**config.mk**
```make
export PLATFORM = sky130hd
export DESIGN_NAME = indexed_insert_remove_list_unit
export DESIGN_NICKNAME = d
export VERILOG_FILES = /design/src/hw/rtl/iirl_pkg.sv /design/src/hw/rtl/indexed_insert_remove_list_unit.sv /design/src/hw/rtl/iirl_cell.sv
export SDC_FILE = /design/constraint.sdc
export NUM_CORES = 2
export LEC_CHECK = 0
export BUFFER_PORTS_ARGS = -buffer_cell sky130_fd_sc_hd__buf_2
export CORE_AREA = 2 2 233 464
export CTS_CLUSTER_DIAMETER = 60
export DETAILED_ROUTE_END_ITERATION = 8
export DIE_AREA = 0 0 235 466
export GPL_ROUTABILITY_DRIVEN = 0
export PLACE_DENSITY_LB_ADDON = 0.08
export REMOVE_ABC_BUFFERS = 1
export SLEW_MARGIN = 20
export SYNTH_ARGS = -nofsm -noshare
export SYNTH_HDL_FRONTEND = slang
export SYNTH_HIERARCHICAL = 1
export SYNTH_SLANG_ARGS = --single-unit
```
**constraint.sdc**
```tcl
create_clock -name clk -period 11.9 [get_ports clk]
set_input_delay 1.785 -clock clk [delete_from_list [all_inputs] [get_ports clk]]
set_output_delay 1.785 -clock clk [all_outputs]
set_load 0.01 [all_outputs]
```
**src/hw/rtl/iirl_pkg.sv**
```systemverilog
// Types and constants shared by the indexed insert/remove list.
`timescale 1ns / 1ps

package iirl_pkg;

  localparam int OP_W     = 3;
  localparam int INDEX_W  = 4;
  localparam int VALUE_W  = 32;
  localparam int STATUS_W = 2;
  localparam int FILL_W   = 5;

  localparam int S_DATA_W = 40;
  localparam int M_DATA_W = 40;

  localparam int S_OP_LSB    = 0;
  localparam int S_INDEX_LSB = S_OP_LSB + OP_W;
  localparam int S_VALUE_LSB = S_INDEX_LSB + INDEX_W;

  localparam int M_STATUS_LSB = 0;
  localparam int M_DATA_LSB   = M_STATUS_LSB + STATUS_W;
  localparam int M_FILL_LSB   = M_DATA_LSB + VALUE_W;

  typedef enum logic [OP_W-1:0] {
    OP_APPEND = 3'd0,
    OP_INSERT = 3'd1,
    OP_POP    = 3'd2,
    OP_REMOVE = 3'd3,
    OP_READ   = 3'd4
  } op_code_t;

  typedef enum logic [STATUS_W-1:0] {
    ST_OK    = 2'd0,
    ST_FULL  = 2'd1,
    ST_EMPTY = 2'd2,
    ST_RANGE = 2'd3
  } status_t;

  typedef enum logic [1:0] {
    ACT_HOLD,
    ACT_INSERT,
    ACT_REMOVE
  } shift_act_t;

endpackage

```
**src/hw/rtl/indexed_insert_remove_list_unit.sv**
```systemverilog
// Top level of the indexed insert/remove list with its row of cells.
`timescale 1ns / 1ps
// Usage:
//   Input words arrive on s_tvalid/s_tready/s_tdata, one operation each:
//   append, insert at index, pop last, remove at index or read at index.
//   Every input word yields exactly one result word on m_tvalid/m_tready/
//   m_tdata carrying status, data and the element count afterwards.
//   The result is registered at the edge that accepts the word. While the
//   receiver keeps up, throughput is one word per cycle; every cell of the row
//   shifts toward its neighbor in parallel for each update.
//   When the receiver stalls, the result register holds and s_tready drops
//   until it is taken; a new word is accepted in the cycle the old result
//   leaves. Reset clears the count and every cell to zero and empties the
//   result register. CAPACITY sets the number of cells (2 to 256); fill
//   reports the low 5 bits of the count.

module indexed_insert_remove_list_unit
  import iirl_pkg::*;
#(
  parameter int CAPACITY = 16
) (
  input  logic                clk,
  input  logic                rst,
  input  logic                s_tvalid,
  output logic                s_tready,
  input  logic [S_DATA_W-1:0] s_tdata,  // op[2:0], index[6:3], value[38:7], zero pad
  output logic                m_tvalid,
  input  logic                m_tready,
  output logic [M_DATA_W-1:0] m_tdata   // status[1:0], data[33:2], fill[38:34], zero pad
);

  localparam int CNT_W = $clog2(CAPACITY + 1);
  localparam int CMP_W = (CNT_W > INDEX_W) ? CNT_W : INDEX_W;

  logic [CNT_W-1:0]          cnt;
  logic [CNT_W-1:0]          cnt_next;
  logic                      accept;
  op_code_t                  op;
  logic [INDEX_W-1:0]        index;
  logic signed [VALUE_W-1:0] value;
  logic [CMP_W-1:0]          pos_c;
  logic [CMP_W-1:0]          cnt_c;
  logic                      full;
  logic                      empty;
  shift_act_t                act;
  logic [CNT_W-1:0]          lo;
  logic [CNT_W-1:0]          hi;
  logic [CMP_W-1:0]          rd_addr;
  logic                      rd_en;
  logic signed [VALUE_W-1:0] rd_data;
  status_t                   status;
  logic signed [VALUE_W-1:0] res_data;
  logic signed [VALUE_W-1:0] elems [CAPACITY];

  assign accept = s_tvalid && s_tready;
  assign s_tready = !m_tvalid || m_tready;

  assign op    = op_code_t'(s_tdata[S_OP_LSB +: OP_W]);
  assign index = s_tdata[S_INDEX_LSB +: INDEX_W];
  assign value = s_tdata[S_VALUE_LSB +: VALUE_W];

  assign pos_c = CMP_W'(index);
  assign cnt_c = CMP_W'(cnt);
  assign full  = (cnt == CNT_W'(CAPACITY));
  assign empty = (cnt == '0);

  always_comb begin
    act      = ACT_HOLD;
    lo       = '0;
    hi       = '0;
    rd_en    = 1'b0;
    rd_addr  = '0;
    status   = ST_OK;
    cnt_next = cnt;
    case (op)
      OP_APPEND: begin
        if (full) begin
          status = ST_FULL;
        end else begin
          act      = ACT_INSERT;
          lo       = cnt;
          hi       = cnt;
          cnt_next = cnt + 1'b1;
        end
      end
      OP_INSERT: begin
        if (full) begin
          status = ST_FULL;
        end else if (pos_c > cnt_c) begin
          status = ST_RANGE;
        end else begin
          act      = ACT_INSERT;
          lo       = CNT_W'(pos_c);
          hi       = cnt;
          cnt_next = cnt + 1'b1;
        end
      end
      OP_POP: begin
        if (empty) begin
          status = ST_EMPTY;
        end else begin
          act      = ACT_REMOVE;
          lo       = cnt - 1'b1;
          hi       = cnt - 1'b1;
          rd_en    = 1'b1;
          rd_addr  = cnt_c - 1'b1;
          cnt_next = cnt - 1'b1;
        end
      end
      OP_REMOVE: begin
        if (empty) begin
          status = ST_EMPTY;
        end else if (pos_c >= cnt_c) begin
          status = ST_RANGE;
        end else begin
          act      = ACT_REMOVE;
          lo       = CNT_W'(pos_c);
          hi       = cnt - 1'b1;
          cnt_next = cnt - 1'b1;
        end
      end
      OP_READ: begin
        if (pos_c >= cnt_c) begin
          status = ST_RANGE;
        end else begin
          rd_en   = 1'b1;
          rd_addr = pos_c;
        end
      end
      default: status = ST_OK;
    endcase
  end

  always_comb begin
    rd_data = '0;
    for (int k = 0; k < CAPACITY; k++) begin
      if (rd_addr == CMP_W'(k)) begin
        rd_data = elems[k];
      end
    end
  end

  assign res_data = rd_en ? rd_data : '0;

  for (genvar g = 0; g < CAPACITY; g++) begin : g_cell
    logic signed [VALUE_W-1:0] from_low;
    logic signed [VALUE_W-1:0] from_high;

    if (g == 0) begin : g_first
      assign from_low = '0;
    end else begin : g_mid_low
      assign from_low = elems[g-1];
    end

    if (g == CAPACITY - 1) begin : g_last
      assign from_high = '0;
    end else begin : g_mid_high
      assign from_high = elems[g+1];
    end

    iirl_cell #(
      .IDX   (g),
      .CNT_W (CNT_W)
    ) u_cell (
      .clk       (clk),
      .rst       (rst),
      .act       (accept ? act : ACT_HOLD),
      .lo        (lo),
      .hi        (hi),
      .value     (value),
      .from_low  (from_low),
      .from_high (from_high),
      .elem      (elems[g])
    );
  end

  always_ff @(posedge clk) begin
    if (rst) begin
      cnt      <= '0;
      m_tvalid <= 1'b0;
    end else begin
      if (accept) begin
        cnt      <= cnt_next;
        m_tvalid <= 1'b1;
      end else if (m_tready) begin
        m_tvalid <= 1'b0;
      end
    end
  end

  always_ff @(posedge clk) begin
    if (accept) begin
      m_tdata <= {(M_DATA_W - FILL_W - VALUE_W - STATUS_W)'(0),
                  FILL_W'(cnt_next), res_data, status};
    end
  end

`ifndef SYNTHESIS
  a_cnt_bound: assert property (@(posedge clk) disable iff (rst)
    cnt <= CNT_W'(CAPACITY))
    else $error("element count above capacity");

  a_fill_match: assert property (@(posedge clk) disable iff (rst)
    m_tvalid |-> m_tdata[M_FILL_LSB +: FILL_W] == FILL_W'(cnt))
    else $error("reported fill differs from count");

  a_err_no_data: assert property (@(posedge clk) disable iff (rst)
    m_tvalid && m_tdata[M_STATUS_LSB +: STATUS_W] != ST_OK
    |-> m_tdata[M_DATA_LSB +: VALUE_W] == '0)
    else $error("data nonzero on error status");

  a_full_hold: assert property (@(posedge clk) disable iff (rst)
    accept && op == OP_APPEND && full |=> cnt == CNT_W'(CAPACITY))
    else $error("append on full list changed count");
`endif

endmodule

```
**src/hw/rtl/iirl_cell.sv**
```systemverilog
// One storage cell of the list: holds one element, loads, shifts or clears.
`timescale 1ns / 1ps

module iirl_cell
  import iirl_pkg::*;
#(
  parameter int IDX   = 0,
  parameter int CNT_W = 5
) (
  input  logic                      clk,
  input  logic                      rst,
  input  shift_act_t                act,
  input  logic [CNT_W-1:0]          lo,
  input  logic [CNT_W-1:0]          hi,
  input  logic signed [VALUE_W-1:0] value,
  input  logic signed [VALUE_W-1:0] from_low,
  input  logic signed [VALUE_W-1:0] from_high,
  output logic signed [VALUE_W-1:0] elem
);

  localparam logic [CNT_W-1:0] MY = CNT_W'(IDX);

  logic signed [VALUE_W-1:0] elem_next;

  always_comb begin
    elem_next = elem;
    case (act)
      ACT_INSERT: begin
        if (MY == lo) begin
          elem_next = value;
        end else if (MY > lo && MY <= hi) begin
          elem_next = from_low;
        end
      end
      ACT_REMOVE: begin
        if (MY == hi) begin
          elem_next = '0;
        end else if (MY >= lo && MY < hi) begin
          elem_next = from_high;
        end
      end
      default: elem_next = elem;
    endcase
  end

  always_ff @(posedge clk) begin
    if (rst) begin
      elem <= '0;
    end else begin
      elem <= elem_next;
    end
  end

endmodule
```
==> impl_metrics.json <==
{
  "status": "completed",
  "multi_input_area_sq_mm": 0.02723,
  "crit_type": "primary input to register",
  "cts_num_sinks": 557,
  "critPathBufInv": 4,
  "regToRegEndpoint": "g_cell[1].u_cell/elem[14]",
  "die_y_microns": 466,
  "synth_ff_type": "dfxtp_1",
  "synth_seq_cells": 557,
  "hold_depth": 2,
  "fin_total_pwr_w": 0.004621,
  "tritoncts": "built",
  "numCtsBuffers": 60,
  "n_fill_cell": 10560,
  "first_iter_violations": 3289,
  "vias": 38790,
  "slew_headroom": 0.2325,
  "synth_top_area_share": 0.2468,
  "root_buffer": "clkbuf_16",
  "min_period_ns": 6.308,
  "cp_slowest_stage_delay_ns": 0.93,
  "synth_cells": 4828,
  "routedWlPerCell_microns": 26.35,
  "holdBufCountCts": 0,
  "rsz0062_at_grt": "false",
  "cts_setup_buffers": 0,
  "maxCapViolCount": 0,
  "place_ws_ns": 4.944,
  "drc_errors": 0,
  "async_flop_share": 0,
  "port-buffer-count": 83,
  "slowest_stage": "or3_2",
  "yosysMostFrequentCell": "dfxtp_1",
  "r2r-start": "cnt[2]",
  "layout.nets": 4721,
  "drive_gt1_frac": 0.1470,
  "cp.arrival_ns": 6.90,
  "area_growth_syn_to_layout_pct": 6.781,
  "synth_edf_count": 39,
  "hold_path.startpoint": "g_cell[0].u_cell/elem[24]",
  "worstPathCellList": "buf_2 > ha_1 > nor2b_1 > o21ai_2 > a21o_1 > nand3_1 > nand2_1 > nand2_1 > nor2_4 > buf_4 > nand2b_2 > buf_4 > o32ai_4 > buf_4 > or3_2 > a21oi_1",
  "drv_slew": 0,
  "grt_pass1_wl_mm": 245.0,
  "crit_fanout": 67,
  "setup_ws_ns": 5.592,
  "ir_drop_v": 0.0001422,
  "fin_skew_ns": 0.03397,
  "routed_via_density": 6.378,
  "synthesis.area_sq_mm": 0.04201,
  "worstPathRequired_ns": 12.49,
  "fin_crit_sh": 0.5301,
  "drt_wl_total_mm": 160.3,
  "yosys.cell_types.count": 138,
  "grt_overflow": 0,
  "io_pins": 86,
  "place_area_sq_mm": 0.04296,
  "fp.dieW_microns": 235,
  "clk_pin_slew_ns": 0.06,
  "cts_buffer_depth": 3,
  "detail-route-antenna-nets": 0,
  "cp.depth": 16,
  "hold_violations": 0,
  "fin_util": 0.4235,
  "post-route-cell-area_sq_mm": 0.04486,
  "drtPass1Iterations": 8,
  "cts_resized": 0,
  "insertion_delay_ns": 0.70,
  "synth_common_cells": "dfxtp_1, mux2i_1, nand2b_1",
  "crit_path_frequent_cell": "buf_4",
  "power_density_mw_per_mm2": 103.0,
  "coreArea_sq_mm": 0.1059,
  "die-area_sq_mm": 0.1095,
  "grt.total_usage": 0.2822,
  "whs_endpoint": "g_cell[0].u_cell/elem[24]",
  "grt_max_degree": 146,
  "first_global_vias": 38630,
  "fmax_mhz": 158.5,
  "rows": 169,
  "path_delay_family": "simple AND/OR/NAND/NOR gates",
  "ys_seq_area_frac": 0.2747,
  "dp_hpwl_mm": 116.4,
  "ys_warn_count": 6,
  "seq_area_sq_mm": 0.01154,
  "hp-class": "register to register",
  "worst-r2r-cell-count": 16,
  "synth_area_per_cell_sq_um": 8.702,
  "start_util": 0.3966,
  "yosys.area.top_type": "dfxtp_1",
  "cts.htree.levels": 2,
  "antenna_found_initial": 2,
  "p_leak_nw": 15.62,
  "setup_viol": 0,
  "synth_top_cells_by_area": "dfxtp_1, mux2i_1, nand2b_1",
  "end_kind": "register",
  "crit_path_start_kind": "primary input",
  "tightestPinTransition_ns": 1.122,
  "ff2ff_setup_slack_ns": 5.84
}
-- metrics by stage --
step	setup TNS (ns)	cells	hold WS [ns]
after floorplan	-8.480	4373	0.4380
after global placement	0	5971	0.4675
after detailed placement	0	5971	0.4733
after CTS	0	6080	0.4850
after global routing	0	6082	0.4944
final	0	6082	0.4866
-- cell families after synthesis --
group | Yosys count | synth area share
adders and majority gates | 11 | 0.003276
muxes | 583 | 0.1419
other | 1 | 0.00008926
xor gates and xnor gates | 6 | 0.001251
DFF | 557 | 0.2747
AOI/OAI and AO/OA | 1594 | 0.3137
and+or+nand+nor | 1308 | 0.1724
buffers and inverters | 768 | 0.09271
-- registers in the layout, summed over array words and instances, names as in the netlist --
signal and count:
cnt 5, g_cell.u_cell/elem 512, m_tdata 39, m_tvalid 1
-- worst max-delay path by stage --
stage | slack [ns] | to | from
2_1_floorplan | -0.42 | g_cell[15].u_cell/elem[13] | s_tdata[1]
3_3_place_gp | 5.02 | g_cell[1].u_cell/elem[13] | s_tdata[4]
3_5_place_dp | 4.94 | g_cell[1].u_cell/elem[14] | s_tdata[4]
4_1_cts | 5.66 | g_cell[1].u_cell/elem[14] | s_tdata[4]
5_1_grt | 5.26 | g_cell[1].u_cell/elem[14] | s_tdata[4]
6_report | 5.59 | g_cell[1].u_cell/elem[14] | s_tdata[4]
-- placed cells by master, fill, tap and decap left out, types with 63 or more instances in the layout --
master / instances
o221ai_1: 140
a211o_1: 70
or4_1: 67
nand2_1: 289
dfxtp_1: 518
mux2_2: 64
a22oi_1: 112
buf_2: 82
conb_1: 65
buf_4: 146
a211oi_1: 90
o41ai_1: 67
nor2_1: 251
mux2i_1: 486
inv_1: 247
o221a_2: 63
nand2b_1: 350
o21ai_0: 90
o211ai_1: 71
a21oi_1: 138
a221oi_1: 106
a21boi_0: 66
-- worst min-delay path, stage by stage (launching register included) --
cell and delay, ns:
dfxtp_1 0.32, inv_1 0.06, a211oi_2 0.05
-- power breakdown --
group	internal, W	switching, W
Sequential	0.00191	0.0000189
Clock	0.00103	0.000907
Combinational	0.000234	0.000527
-- per-layer routing --
metal / vias up / GRT usage / wire [microns]
met4: 0 / 0.1238 / 6835
met5: - / 0 / 0
met2: 1218 / 0.5411 / 86220
met3: 349 / 0.02366 / 6110
li1: 18080 / - / -
met1: 19140 / 0.3136 / 61110
-- area by class of cell --
class / instances / area share
diodes: 1 / 0.00005578
flip-flops and latches: 557 / 0.2573
clock inverters: 29 / 0.004713
multi-input cells: 3567 / 0.6070
clock buffers: 80 / 0.03737
inverters: 249 / 0.02083
repair buffers: 231 / 0.03461
well taps: 1368 / 0.03815
Note: power is estimated with default switching activity, not from simulation.
